<file path="src/sv/mpe_pkg.sv">
`default_nettype none
package mpe_pkg;

    localparam int MAX_REPEAT = 32;
    localparam int CNT_W      = $clog2(MAX_REPEAT + 1);

    localparam int CFG_IDX_W  = 2;
    localparam int CFG_DATA_W = 8;

    // Configuration register indexes
    localparam logic [CFG_IDX_W-1:0] REG_PACKET_FORMAT = 2'd0;
    localparam logic [CFG_IDX_W-1:0] REG_ACCEL_START   = 2'd1;
    localparam logic [CFG_IDX_W-1:0] REG_ACCEL_MAX     = 2'd2;
    localparam logic [CFG_IDX_W-1:0] REG_ACCEL_FACTOR  = 2'd3;

    // Packet format codes; code 3 is unused and emits nothing
    typedef enum logic [1:0] {
        FMT_MOUSESYSTEMS = 2'd0,
        FMT_IMPS2        = 2'd1,
        FMT_ISERIAL      = 2'd2
    } fmt_t;

    // Button bits in the held mask
    localparam int HELD_LEFT   = 2;
    localparam int HELD_MIDDLE = 1;
    localparam int HELD_RIGHT  = 0;

    localparam logic [2:0] LEN_MOUSESYSTEMS = 3'd5;
    localparam logic [2:0] LEN_FOUR_BYTE    = 3'd4;

    typedef enum logic {
        ST_IDLE,
        ST_EMIT
    } mpe_state_t;

    typedef struct packed {
        logic load;
        logic advance;
    } mpe_cmd_t;

    typedef struct packed {
        logic burst_empty;
        logic last;
    } mpe_status_t;

endpackage
`default_nettype wire

</file>
<file path="src/sv/mpe_datapath.sv">
`default_nettype none
module mpe_datapath
    import mpe_pkg::*;
(
    input  wire logic                  clk,
    input  wire logic                  rst_n,
    input  wire mpe_cmd_t              cmd,
    output mpe_status_t                status,
    input  wire logic                  cfg_write,
    input  wire logic [CFG_IDX_W-1:0]  cfg_index,
    input  wire logic [CFG_DATA_W-1:0] cfg_data,
    input  wire logic signed [7:0]     delta_x,
    input  wire logic signed [7:0]     delta_y,
    input  wire logic signed [7:0]     delta_wheel,
    input  wire logic        [7:0]     repeat_count,
    input  wire logic        [2:0]     press_mask,
    input  wire logic        [2:0]     release_mask,
    output logic             [7:0]     packet_byte0,
    output logic             [7:0]     packet_byte1,
    output logic             [7:0]     packet_byte2,
    output logic             [7:0]     packet_byte3,
    output logic             [7:0]     packet_byte4,
    output logic             [2:0]     packet_length,
    output logic                       last_in_burst
);

    logic [1:0]       format_reg;
    logic [7:0]       accel_start_reg;
    logic [5:0]       accel_max_reg;
    logic [5:0]       accel_factor_reg;
    logic [2:0]       held_reg;
    logic [2:0]       held_next;
    logic [CNT_W-1:0] remain_reg;

    logic [7:0] byte0_reg, byte1_reg, byte2_reg, byte3_reg;
    logic [2:0] len_reg;
    logic [7:0] byte0_next, byte1_next, byte2_next, byte3_next;
    logic [2:0] len_next;
    logic       fmt_valid;

    logic [13:0]      prod;
    logic [5:0]       accel_count;
    logic [CNT_W-1:0] burst_next;
    logic [7:0]       neg_y;

    always_ff @(posedge clk or negedge rst_n)
    begin
        if (!rst_n)
        begin
            format_reg       <= FMT_MOUSESYSTEMS;
            accel_start_reg  <= 8'd2;
            accel_max_reg    <= 6'd20;
            accel_factor_reg <= 6'd2;
        end
        else if (cfg_write)
        begin
            unique case (cfg_index)
                REG_PACKET_FORMAT: format_reg       <= cfg_data[1:0];
                REG_ACCEL_START:   accel_start_reg  <= cfg_data;
                REG_ACCEL_MAX:     accel_max_reg    <= cfg_data[5:0];
                REG_ACCEL_FACTOR:  accel_factor_reg <= cfg_data[5:0];
                default:           ;
            endcase
        end
    end

    // Burst length: one packet below the acceleration start, else the scaled
    // repeat count limited by the configured maximum and the burst depth
    always_comb
    begin
        prod        = repeat_count * {2'b00, accel_factor_reg};
        accel_count = (prod >= {8'd0, accel_max_reg}) ? accel_max_reg : prod[5:0];
        if (repeat_count < accel_start_reg)
        begin
            burst_next = CNT_W'(1);
        end
        else if ({1'b0, accel_count} > 7'(MAX_REPEAT))
        begin
            burst_next = CNT_W'(MAX_REPEAT);
        end
        else
        begin
            burst_next = CNT_W'(accel_count);
        end
    end

    assign held_next = (held_reg | press_mask) & ~release_mask;
    assign neg_y     = 8'd0 - delta_y;

    always_comb
    begin
        byte0_next = 8'h00;
        byte1_next = delta_x;
        byte2_next = delta_y;
        byte3_next = 8'h00;
        len_next   = LEN_FOUR_BYTE;
        fmt_valid  = 1'b1;
        unique case (format_reg)
            FMT_MOUSESYSTEMS:
            begin
                byte0_next = {5'b10000, ~held_next};
                len_next   = LEN_MOUSESYSTEMS;
            end
            FMT_IMPS2:
            begin
                byte0_next = {2'b00, delta_y[7], delta_x[7], 1'b1,
                              held_next[HELD_MIDDLE], held_next[HELD_RIGHT],
                              held_next[HELD_LEFT]};
                byte3_next = delta_wheel;
            end
            FMT_ISERIAL:
            begin
                byte0_next = {2'b01, held_next[HELD_LEFT], held_next[HELD_RIGHT],
                              neg_y[7:6], delta_x[7:6]};
                byte1_next = {2'b00, delta_x[5:0]};
                byte2_next = {2'b00, neg_y[5:0]};
                byte3_next = {3'b000, held_next[HELD_MIDDLE],
                              {3{delta_wheel[7]}}, (delta_wheel != 8'sd0)};
            end
            default:
            begin
                fmt_valid = 1'b0;
            end
        endcase
    end

    assign status.burst_empty = !fmt_valid || (burst_next == '0);
    assign status.last        = (remain_reg == CNT_W'(1));

    always_ff @(posedge clk or negedge rst_n)
    begin
        if (!rst_n)
        begin
            held_reg   <= 3'b000;
            remain_reg <= '0;
        end
        else if (cmd.load)
        begin
            held_reg   <= held_next;
            remain_reg <= burst_next;
        end
        else if (cmd.advance)
        begin
            remain_reg <= remain_reg - CNT_W'(1);
        end
    end

    always_ff @(posedge clk)
    begin
        if (cmd.load)
        begin
            byte0_reg <= byte0_next;
            byte1_reg <= byte1_next;
            byte2_reg <= byte2_next;
            byte3_reg <= byte3_next;
            len_reg   <= len_next;
        end
    end

    assign packet_byte0  = byte0_reg;
    assign packet_byte1  = byte1_reg;
    assign packet_byte2  = byte2_reg;
    assign packet_byte3  = byte3_reg;
    assign packet_byte4  = 8'h00;
    assign packet_length = len_reg;
    assign last_in_burst = status.last;

endmodule
`default_nettype wire

</file>
<file path="config.mk">
export PLATFORM = sky130hd
export DESIGN_NAME = mpe_datapath
export DESIGN_NICKNAME = d
export VERILOG_FILES = /design/src/sv/mpe_pkg.sv /design/src/sv/mpe_datapath.sv
export SDC_FILE = /design/constraint.sdc
export NUM_CORES = 1
export LEC_CHECK = 0
export BUFFER_PORTS_ARGS = -buffer_cell sky130_fd_sc_hd__buf_2
export CAP_MARGIN = 0
export CORE_MARGIN = 2
export CORE_UTILIZATION = 40
export CTS_BUF_LIST = sky130_fd_sc_hd__clkbuf_2
export DETAILED_ROUTE_END_ITERATION = 8
export PLACE_DENSITY = 0.64
export SLEW_MARGIN = 20
export SYNTH_ARGS = -nofsm -noshare
export SYNTH_HDL_FRONTEND = slang
export SYNTH_SLANG_ARGS = --single-unit
</file>
<file path="constraint.sdc">
create_clock -name clk -period 15.51 [get_ports clk]
set_input_delay 0.7755 -clock clk [delete_from_list [all_inputs] [get_ports clk]]
set_output_delay 0.7755 -clock clk [all_outputs]
set_load 0.02 [all_outputs]
</file>
==> summary.md, run 1 <==
| Metric | Value |
|---|---|
| Status | complete, but fails checks |
| Failing checks | DRC |
| CTS buffer count | 9 |
| Mux cell area share after synthesis | 0.0657 |
| Final Max Tran Viols | 0 |
| Via-per-instance ratio | 5.07 |
| Final Util | 0.470 |
| Simple-gate portion of the synthesized area | 0.165 |
| Initial antenna violation count | 0 |
| 1st-pass router iterations | 7 |
| Routed wire length | 10400 µm |
| Final WS setup | 8180 ps |
| Leak | 2.60 nW |
| Area of the die | 12700 µm² |
| Setup TNS | 0 ps |
| Fmax | 136 MHz |
| Post-synthesis xor/xnor area fraction | 0.0222 |
| Vias in the first global route | 3501 |
| Die Height | 113 µm |
| CTS clk-pin slew, worst paths | 190 ps |
| CP endpoint kind | output port |
| Antenna viol nets, final | 0 |
| # Max-Cap Violations | 0 |
| Startpoint Class | register |
| Vias | 3557 |
| PD cells | 139 nW/µm² |
| Critical Path Source | accel_factor_reg[2] |
| Placed wire-length estimate | 8320 µm |
| Endpoints failing hold | 0 |
| Worst Skew | 14.9 ps |
| Post-layout instance area | 5420 µm² |
| DRC Markers | 7 |
| Placement Rows | 39 |
| Share of cells above drive strength 1 | 0.247 |
| VDD IR max | 0.0000537 V |
| Initial drt markers | 152 |
| Largest family of logic cells by synthesized area | adder cells |
| R2R cell count | 18 |
| Yosys reg bits | 63 |
| Top-level I/O count | 99 |
| Die W | 113 µm |
| Post-synth EDFFs | 32 |
| Yosys warns | 0 |
| Syn avg cell area | 10.2 µm² |
| Most used DFF post-synth | edfxtp_1 |
| Minimum clock period | 7330 ps |
| First-pass GRT wire length | 17000 µm |
| CTS max path bufs | 2 |
| Most common cell after layout, fill and taps aside | buf_2 |
| H-tree levels | 3 |
| GPL Wtd Cong | 0.856 |
| Critical path peak fanout | 11 |
| # resized after CTS | 0 |
| Root buffer selected by CTS | clkbuf_2 |
| Distinct cells, synth | 54 |
| Final worst-path cycle share | 0.473 |
| Required time worst endpoint | 14730 ps |
| Async SR Flop Fraction | 0.492 |
| Sequential element share of the synthesized area | 0.367 |
| Max transition margin | 0.524 |
| Compound-gate portion of the synthesized area | 0.0865 |
| Placed Instance Area | 5280 µm² |
| Tot GR Track Use | 0.169 |
| Synth Area in Adders | 0.219 |
| CP Class | reg -> out |
| Pin count of the biggest net entering global routing | 44 |
| Clock Sink Count | 63 |
| Routed wire per std cell | 14.9 µm |
| Core Area | 11500 µm² |
| Overflow after GRT | 0 |
| Synthesized instance count | 464 |
| Clk_lat worst skew | 500 ps |
| Setup-failing EPs final | 0 |
| Diode count | 0 |
| Worst-Margin Slew | 713 ps |
| Buffers on Ports | 88 |
| Unrepaired setup endpoints after global routing | no |
| CTS tree | done |
| Most frequent cells in the layout | buf_2, inv_1, ha_1 |
| Area Overhead vs Synth | 14.2% |
| Nets | 674 |
| Dpl ws | 8370 ps |
| Starting density of the core | 0.412 |
| Synth Cell Area | 4740 µm² |
| Critical path arrival | 6560 ps |
| Postcts setup bufs | 0 |
| Reg2reg start | accel_factor_reg[2] |
| CTS Hold Bufs | 0 |
| Hold Crit Class | in -> async |
[critical path: stages (launching register included)]
cell	delay, ps
dfrtp_1	540
and2_1	220
fa_1	530
inv_1	50
fa_1	460
fa_1	540
inv_1	40
ha_1	340
xnor2_1	400
inv_1	160
ha_1	320
a21oi_1	160
o211ai_1	90
or4_1	510
a31oi_1	170
nand4_1	110
or4_1	610
o31a_2	200
o31ai_1	370
buf_2	240
[power by group]
group          internal (mW)  leakage [nW]  switching [mW]
logic                  0.173          1.83           0.234
clock network         0.0534        0.0781          0.0638
registers              0.206         0.691          0.0232
total                  0.433          2.60           0.321
[area by class of cell]
cell class / count / area [µm²]
fill: 1103 / 6100
multi-input combinational: 331 / 2690
sequential: 63 / 1740
timing repair buffer: 89 / 448
inverter: 59 / 221
tap: 143 / 179
clock inverter: 7 / 97.6
clock buffer: 9 / 45.0
[final timing paths]
path                                      end  slack [ps]
hold reg to reg            accel_start_reg[6]         530
min in group clk              packet_byte1[5]         430
setup / recovery                    status[1]        8180
hold / removal                  remain_reg[1]         290
max in group asynchronous  accel_start_reg[7]       14750
setup reg to reg                remain_reg[2]        9550
[metrics by stage]
step           power, mW  std cells  hold slack, ps
2_1_floorplan      0.542        472             479
3_3_place_gp       0.630        685             493
3_5_place_dp       0.640        685             499
4_1_cts            0.760        701             274
5_1_grt            0.831        701             270
6_report           0.753        701             291
[routing by layer]
metal  vias up  track usage  part of all wire
met1      1705        0.226              0.44
met2       100        0.278              0.49
met5         -            0                 0
met4         0       0.0447             0.015
li1       1740            -                 -
met3        12       0.0423             0.050
[cells by family after synthesis]
family                   after synthesis
adder cells (fa/ha/maj)               68
AND/OR/NAND/NOR                      151
AO/OA/AOI/OAI                         62
flip-flops                            63
buffers and inverters                 78
multiplexers                          28
other                                  2
XOR/XNOR                              12
[synthesized netlist by cell type, drive strengths merged (4+ instances only)]
cell type,number,area [µm²]
inv,59,221
ha,43,538
nand2,42,158
edfxtp,32,961
and2,30,188
dfrtp,27,676
nor2,27,101
fa,25,500
mux2,25,282
o21ai,18,93.8
buf,13,101
a21oi,10,50.1
xnor2,10,87.6
nand2b,9,56.3
nand3,8,40.0
nor2b,8,50.1
clkbuf,6,22.5
or4,6,48.8
a21o,4,30.0
a22oi,4,30.0
dfstp,4,105
nor3,4,20.0
o211ai,4,30.0
Power figures use the tool's default switching activity.
==> run 2: changes to the inputs <==
ABC_AREA = 1   (was not set)
PLACE_DENSITY = 0.66   (was 0.64)
clock period = 6.6 ns   (was 15.51 ns; I/O delays follow)
==> run 2 against run 1 <==
The flow now finishes without violations. First-iteration DRC count is 58% higher. Area after synthesis is 8.1% higher. Combinational power is 110% higher. Cell count is 32% higher. Sequential share of layout area is 2.6 points lower. Flip-flop and latch count stayed put. Non-clock buffer count is 9 higher. Critical path depth is 3 higher. Worst setup slack worse by 7100 ps. Register-to-register slack worse by 7600 ps. Sequential power is 130% higher. Wire length is 2.6% higher.
==> summary.md, run 2 <==
| Metric | Value |
|---|---|
| Final worst-path cycle share | 0.839 |
| Critical path peak fanout | 9 |
| Antenna viol nets, final | 0 |
| Nets | 866 |
| CTS tree | done |
| CP bufs+invs | 3 |
| GPL Wtd Cong | 0.820 |
| CP endpoint kind | output port |
| Vias | 4151 |
| 1st-pass router iterations | 5 |
| Top-count cell post-synth | nand2_1 |
| Area leader, netlist | edfxtp_1 |
| Largest delay contributor family on the critical path | adder cells |
| Final WS setup | 1060 ps |
| Yosys warns | 0 |
| Die Height | 117 µm |
| Placed Instance Area | 5650 µm² |
| Synth Cell Area | 5120 µm² |
| Worst-Margin Slew | 879 ps |
| Hold Crit Class | in -> reg |
| Post-layout instance area | 5900 µm² |
| Routed wire length | 10700 µm |
| Setup-failing EPs final | 0 |
| Area of the die | 13700 µm² |
| Setup TNS | 0 ps |
| Synthesized instance count | 656 |
| CTS clk-pin slew, worst paths | 190 ps |
| CTS max path bufs | 2 |
| Buffers on Ports | 88 |
| Max stage delay on crit path | 560 ps |
| Die W | 117 µm |
| Reg power frac | 0.314 |
| PD cells | 280 nW/µm² |
| Sw Ratio | 0.445 |
| Clk_lat worst skew | 510 ps |
| H-tree levels | 3 |
| VDD IR max | 0.000168 V |
| CP Class | reg -> out |
| Max transition margin | 0.414 |
| Via-per-instance ratio | 4.50 |
| Distinct cells, synth | 40 |
| Top-level I/O count | 99 |
| Startpoint Class | register |
| Slowest cell on the critical path | dfrtp_1 |
| First-pass GRT wire length | 17000 µm |
| Synth top cells by count | nand2_1, inv_1, ha_1, nor2_1 |
| Fmax | 181 MHz |
| Top cell type's share of synthesized area | 0.188 |
| Sequential element share of the synthesized area | 0.340 |
| Placement Rows | 41 |
| Yosys reg bits | 63 |
| Clk pwr share | 0.167 |
| Async SR Flop Fraction | 0.492 |
| Initial antenna violation count | 1 |
| Net Switching | 0.736 mW |
| Routed wire per std cell | 11.6 µm |
| Syn avg cell area | 7.81 µm² |
| Leak | 3.36 nW |
| Worst Skew | 19.1 ps |
| # Max-Cap Violations | 0 |
| Starting density of the core | 0.408 |
| Unrepaired setup endpoints after global routing | no |
| Final Max Tran Viols | 0 |
| Critical path, cell by cell | nand2_1 -> fa_1 -> fa_1 -> fa_1 -> inv_1 -> ha_1 -> xor2_1 -> ha_1 -> nand2_1 -> inv_1 -> a21oi_1 -> nand2_1 -> nor2_1 -> nand3_2 -> nor2_8 -> nand3_4 -> nand2_2 -> nand2_4 -> nand2_2 -> nand4_1 -> nand2_1 -> buf_2 |
| Pin count of the biggest net entering global routing | 41 |
| Most common cell after layout, fill and taps aside | nand2_1 |
| Area Overhead vs Synth | 15.1% |
| Comb power frac | 0.520 |
| Minimum clock period | 5540 ps |
| Core Area | 12600 µm² |
| CTS buffer count | 9 |
| Root buffer selected by CTS | clkbuf_2 |
| Placed wire-length estimate | 8600 µm |
| Initial drt markers | 240 |
| Tot GR Track Use | 0.157 |
| Synth area leaders | edfxtp_1, dfrtp_1, nand2_1, inv_1, ha_1 |
| Required time worst endpoint | 6270 ps |
| Status | completed |
| Most frequent cells in the layout | nand2_1, inv_1, buf_2 |
| Register area | 1740 µm² |
| Clock Sink Count | 63 |
| Most used DFF post-synth | edfxtp_1 |
| Dpl ws | 1640 ps |
| Overflow after GRT | 0 |
| Critical path arrival | 5210 ps |
| Share of cells above drive strength 1 | 0.173 |
| Vias in the first global route | 3719 |
| Most used cell, CP | nand2_1 |
| Post-synth EDFFs | 32 |
| DRC Markers | 0 |
| Number of fill cells | 1270 |
| P_int | 0.918 mW |
| Footprint of the multi-input gates | 2680 µm² |
| Endpoints failing hold | 0 |
[run 2: cell count changes after synthesis, moves of 7 or more]
cell      change
xnor2_1       -9
clkbuf_1      +9
and2_1       -30
nand2b_1      -9
o21ai_0      +14
nor2_1       +10
mux2_2       -24
inv_1        +88
nand3_1      +24
nand4_1       +7
nand2_1     +135
nor2b_1       -8
[run 2: kinds of logic after synthesis]
group | synth area share
simple gates | 0.237
buf+inv | 0.144
fa+ha+maj | 0.203
flops | 0.340
compound gates | 0.0620
xor+xnor | 0.0137
other cells | 0.00147
[run 2: power groups by stage]
stage          Sequential, mW  Clock (mW)  Combinational [mW]
6_report                0.519       0.276               0.859
5_1_grt                 0.527       0.298               0.998
4_1_cts                 0.519       0.286               0.868
3_5_place_dp            0.527           0               0.858
3_3_place_gp            0.524           0               0.849
2_1_floorplan           0.536           0               0.675
[run 2: worst min-delay path, stage by stage]
cell     delay (ps)
buf_2            90
nor2_1           60
nand2_1          60
nand2_1          50
[run 2: per-layer routing]
| layer | share of wire | global-route usage | up-vias |
|---|---|---|---|
| li1 | - | - | 2166 |
| met1 | 0.48 | 0.216 | 1883 |
| met2 | 0.46 | 0.246 | 91 |
| met3 | 0.048 | 0.0371 | 11 |
| met4 | 0.014 | 0.0486 | 0 |
| met5 | 0 | 0 | - |
[run 2: layout make-up]
type / count / share of cell area
Multi-Input combinational cell: 419 / 0.454
Timing Repair Buffer: 98 / 0.0916
Antenna cell: 1 / 0.000424
Clock buffer: 9 / 0.00764
Sequential cell: 63 / 0.295
Inverter: 154 / 0.0980
Tap cell: 172 / 0.0365
Clock inverter: 7 / 0.0165
[run 2: repair_timing]
item                      CTS  global route
buffers inserted            0             0
hold buffers               10             0
resized for setup           0             0
hold endpoints to repair   36             0
[run 2: final timing paths]
check                               startpoint            endpoint  slack [ps]  depth (start not counted)
min                            release_mask[0]         held_reg[0]          90                          4
min in group asynchronous                rst_n  accel_start_reg[6]         370                          2
max                        accel_factor_reg[4]           status[1]        1060                         22
min reg2reg                   accel_max_reg[5]    accel_max_reg[5]         510                          2
max in group asynchronous                rst_n       format_reg[0]        5770                          2
max reg2reg                accel_factor_reg[4]       remain_reg[1]        1960                         22
[run 2: metrics by stage]
step / hold slack [ps] / utilization / total power, mW / cells
detailed placement: 420 / 0.450 / 1.38 / 896
floorplan: 34.4 / - / 1.21 / 664
global placement: 421 / 0.450 / 1.37 / 896
finish: 86.7 / 0.469 / 1.65 / 923
global route: 39.2 / 0.469 / 1.82 / 923
CTS: 41.3 / 0.469 / 1.67 / 922
==> run 3: changes to the inputs <==
clock period = 4.9 ns   (was 6.6 ns; I/O delays follow)
==> run 3 against run 2 <==
The run now ends with setup timing left. Register-to-register slack lost 1400 ps. Critical path type unchanged. Clock skew shrank 4.5 ps. Power grew 47%.
==> summary.md, run 3 (same netlist as run 2, synthesis figures left out) <==
| Metric | Value |
|---|---|
| Failing checks | setup timing |
| Routed wire length | 11100 µm |
| Final Util | 0.492 |
| Leak | 3.45 nW |
| PD cells | 393 nW/µm² |
| Status | complete, but fails checks |
| CP endpoint kind | output port |
| Setup TNS | -119 ps |
| Clk_lat worst skew | 480 ps |
| Crit path to | status[1] |
| R2R cell count | 24 |
| Top-level I/O count | 99 |
| Tot GR Track Use | 0.166 |
| Required time worst endpoint | 4660 ps |
| Reg2reg setup slack | 520 ps |
| Vias | 4223 |
| Critical path peak fanout | 8 |
| VDD IR max | 0.000212 V |
| Initial drt markers | 304 |
| Fmax | 199 MHz |
| CTS clk-pin slew, worst paths | 170 ps |
| Die Height | 117 µm |
| Worst-Margin Slew | 905 ps |
| Vias in the first global route | 3994 |
| Routed wire per std cell | 11.7 µm |
| Unrepaired setup endpoints after global routing | yes |
| Area Overhead vs Synth | 20.6% |
| Placement Rows | 41 |
| 1st-pass router iterations | 6 |
| Buffers on Ports | 88 |
| Antenna viol nets, final | 0 |
| Placed wire-length estimate | 8560 µm |
| Share of cells above drive strength 1 | 0.226 |
| CP Class | reg -> out |
| Final Max Tran Viols | 0 |
| Worst Skew | 14.7 ps |
| Critical path arrival | 4770 ps |
| Startpoint Class | register |
| Clock Sink Count | 63 |
| Nets | 886 |
| Diode count | 0 |
| Pin count of the biggest net entering global routing | 41 |
| First-pass GRT wire length | 18000 µm |
| Die W | 117 µm |
| Area of the die | 13700 µm² |
| Root buffer selected by CTS | clkbuf_2 |
| Final worst-path cycle share | 1.02 |
| CTS max path bufs | 2 |
| Overflow after GRT | 0 |
| Endpoints failing hold | 0 |
| Starting density of the core | 0.408 |
| # Max-Cap Violations | 0 |
| Reg2reg start | accel_factor_reg[1] |
| Critical Path Source | accel_factor_reg[1] |
| Via-per-instance ratio | 4.48 |
| DRC Markers | 0 |
| Final WS setup | -119 ps |
| Setup-failing EPs final | 1 |
| Most frequent cells in the layout | nand2_1, inv_1, buf_2 |
| CTS tree | done |
| Initial antenna violation count | 0 |
| Terminus of the critical flop-to-flop path | remain_reg[1] |
| Hold Crit Class | in -> reg |
| Max transition margin | 0.397 |
| CTS buffer count | 9 |
| Most common cell after layout, fill and taps aside | nand2_1 |
| WHS Path Cells | 3 |
| H-tree levels | 3 |
| Core Area | 12600 µm² |
| GPL Wtd Cong | 0.831 |
| Minimum clock period | 5020 ps |
run 3: worst min path at each step:
stage,from,endpoint,slack [ps]
2_1_floorplan,rst_n,accel_factor_reg[0],-50
3_3_place_gp,rst_n,accel_start_reg[2],330
3_5_place_dp,rst_n,accel_start_reg[7],330
4_1_cts,cfg_data[4],accel_max_reg[4],0.4
5_1_grt,delta_y[4],packet_byte2[4],9
6_report,delta_wheel[6],packet_byte3[6],70
run 3: layer usage:
metal	wire length, µm	track usage
met1	5170	0.224
met2	5440	0.273
met3	407	0.0366
met4	53	0.0400
met5	0	0
run 3: layout make-up:
| class | instances | area (µm²) |
|---|---|---|
| tap | 172 | 215 |
| fill | 1235 | 6390 |
| timing repair buffer | 118 | 711 |
| sequential | 63 | 1740 |
| clock buffer | 11 | 55.1 |
| multi-input combinational | 419 | 2800 |
| inverter | 154 | 578 |
| clock inverter | 5 | 72.6 |
run 3: report_power, final:
group / switching [mW] / internal, mW / leakage [nW]
registers: 0.0428 / 0.644 / 0.697
clock network: 0.181 / 0.170 / 0.0810
logic: 0.831 / 0.557 / 2.67
total: 1.05 / 1.37 / 3.45
run 3: through the flow:
stage                     power [mW]  cells  hold slack, ps  instance area, µm²  setup WS (ps)
after floorplan                 1.63    664           -50.6                5150            178
after global placement          1.86    902             332                5700            199
after detailed placement        1.88    902             331                5700           61.9
after CTS                       2.31    939           0.393                6060           -202
after global routing            2.66    942            9.03                6180           -406
final                           2.43    942            67.2                6180           -119
run 3: critical path: stages, from the launching register on:
cell and delay [ps]:
dfstp_2 600, nand2_1 60, inv_1 60, fa_1 410
ha_1 290, inv_1 50, fa_1 510, inv_2 50
fa_2 410, xor2_4 210, ha_4 240, nand2_2 60
nand2_2 50, a21oi_2 100, nand2_1 50, nor2_1 110
nand3_2 120, nor2_8 170, nand3_4 160, o21ai_2 190
nand2_2 70, nand4_1 110, nand2_2 80, buf_6 140
run 3: timing repair:
item,in CTS,in global routing
setup buffers,7,3
resized for setup,12,25
pin swaps,19,17
endpoints found under the setup margin,1,1
hold buffers,14,0
hold endpoints to repair,40,0
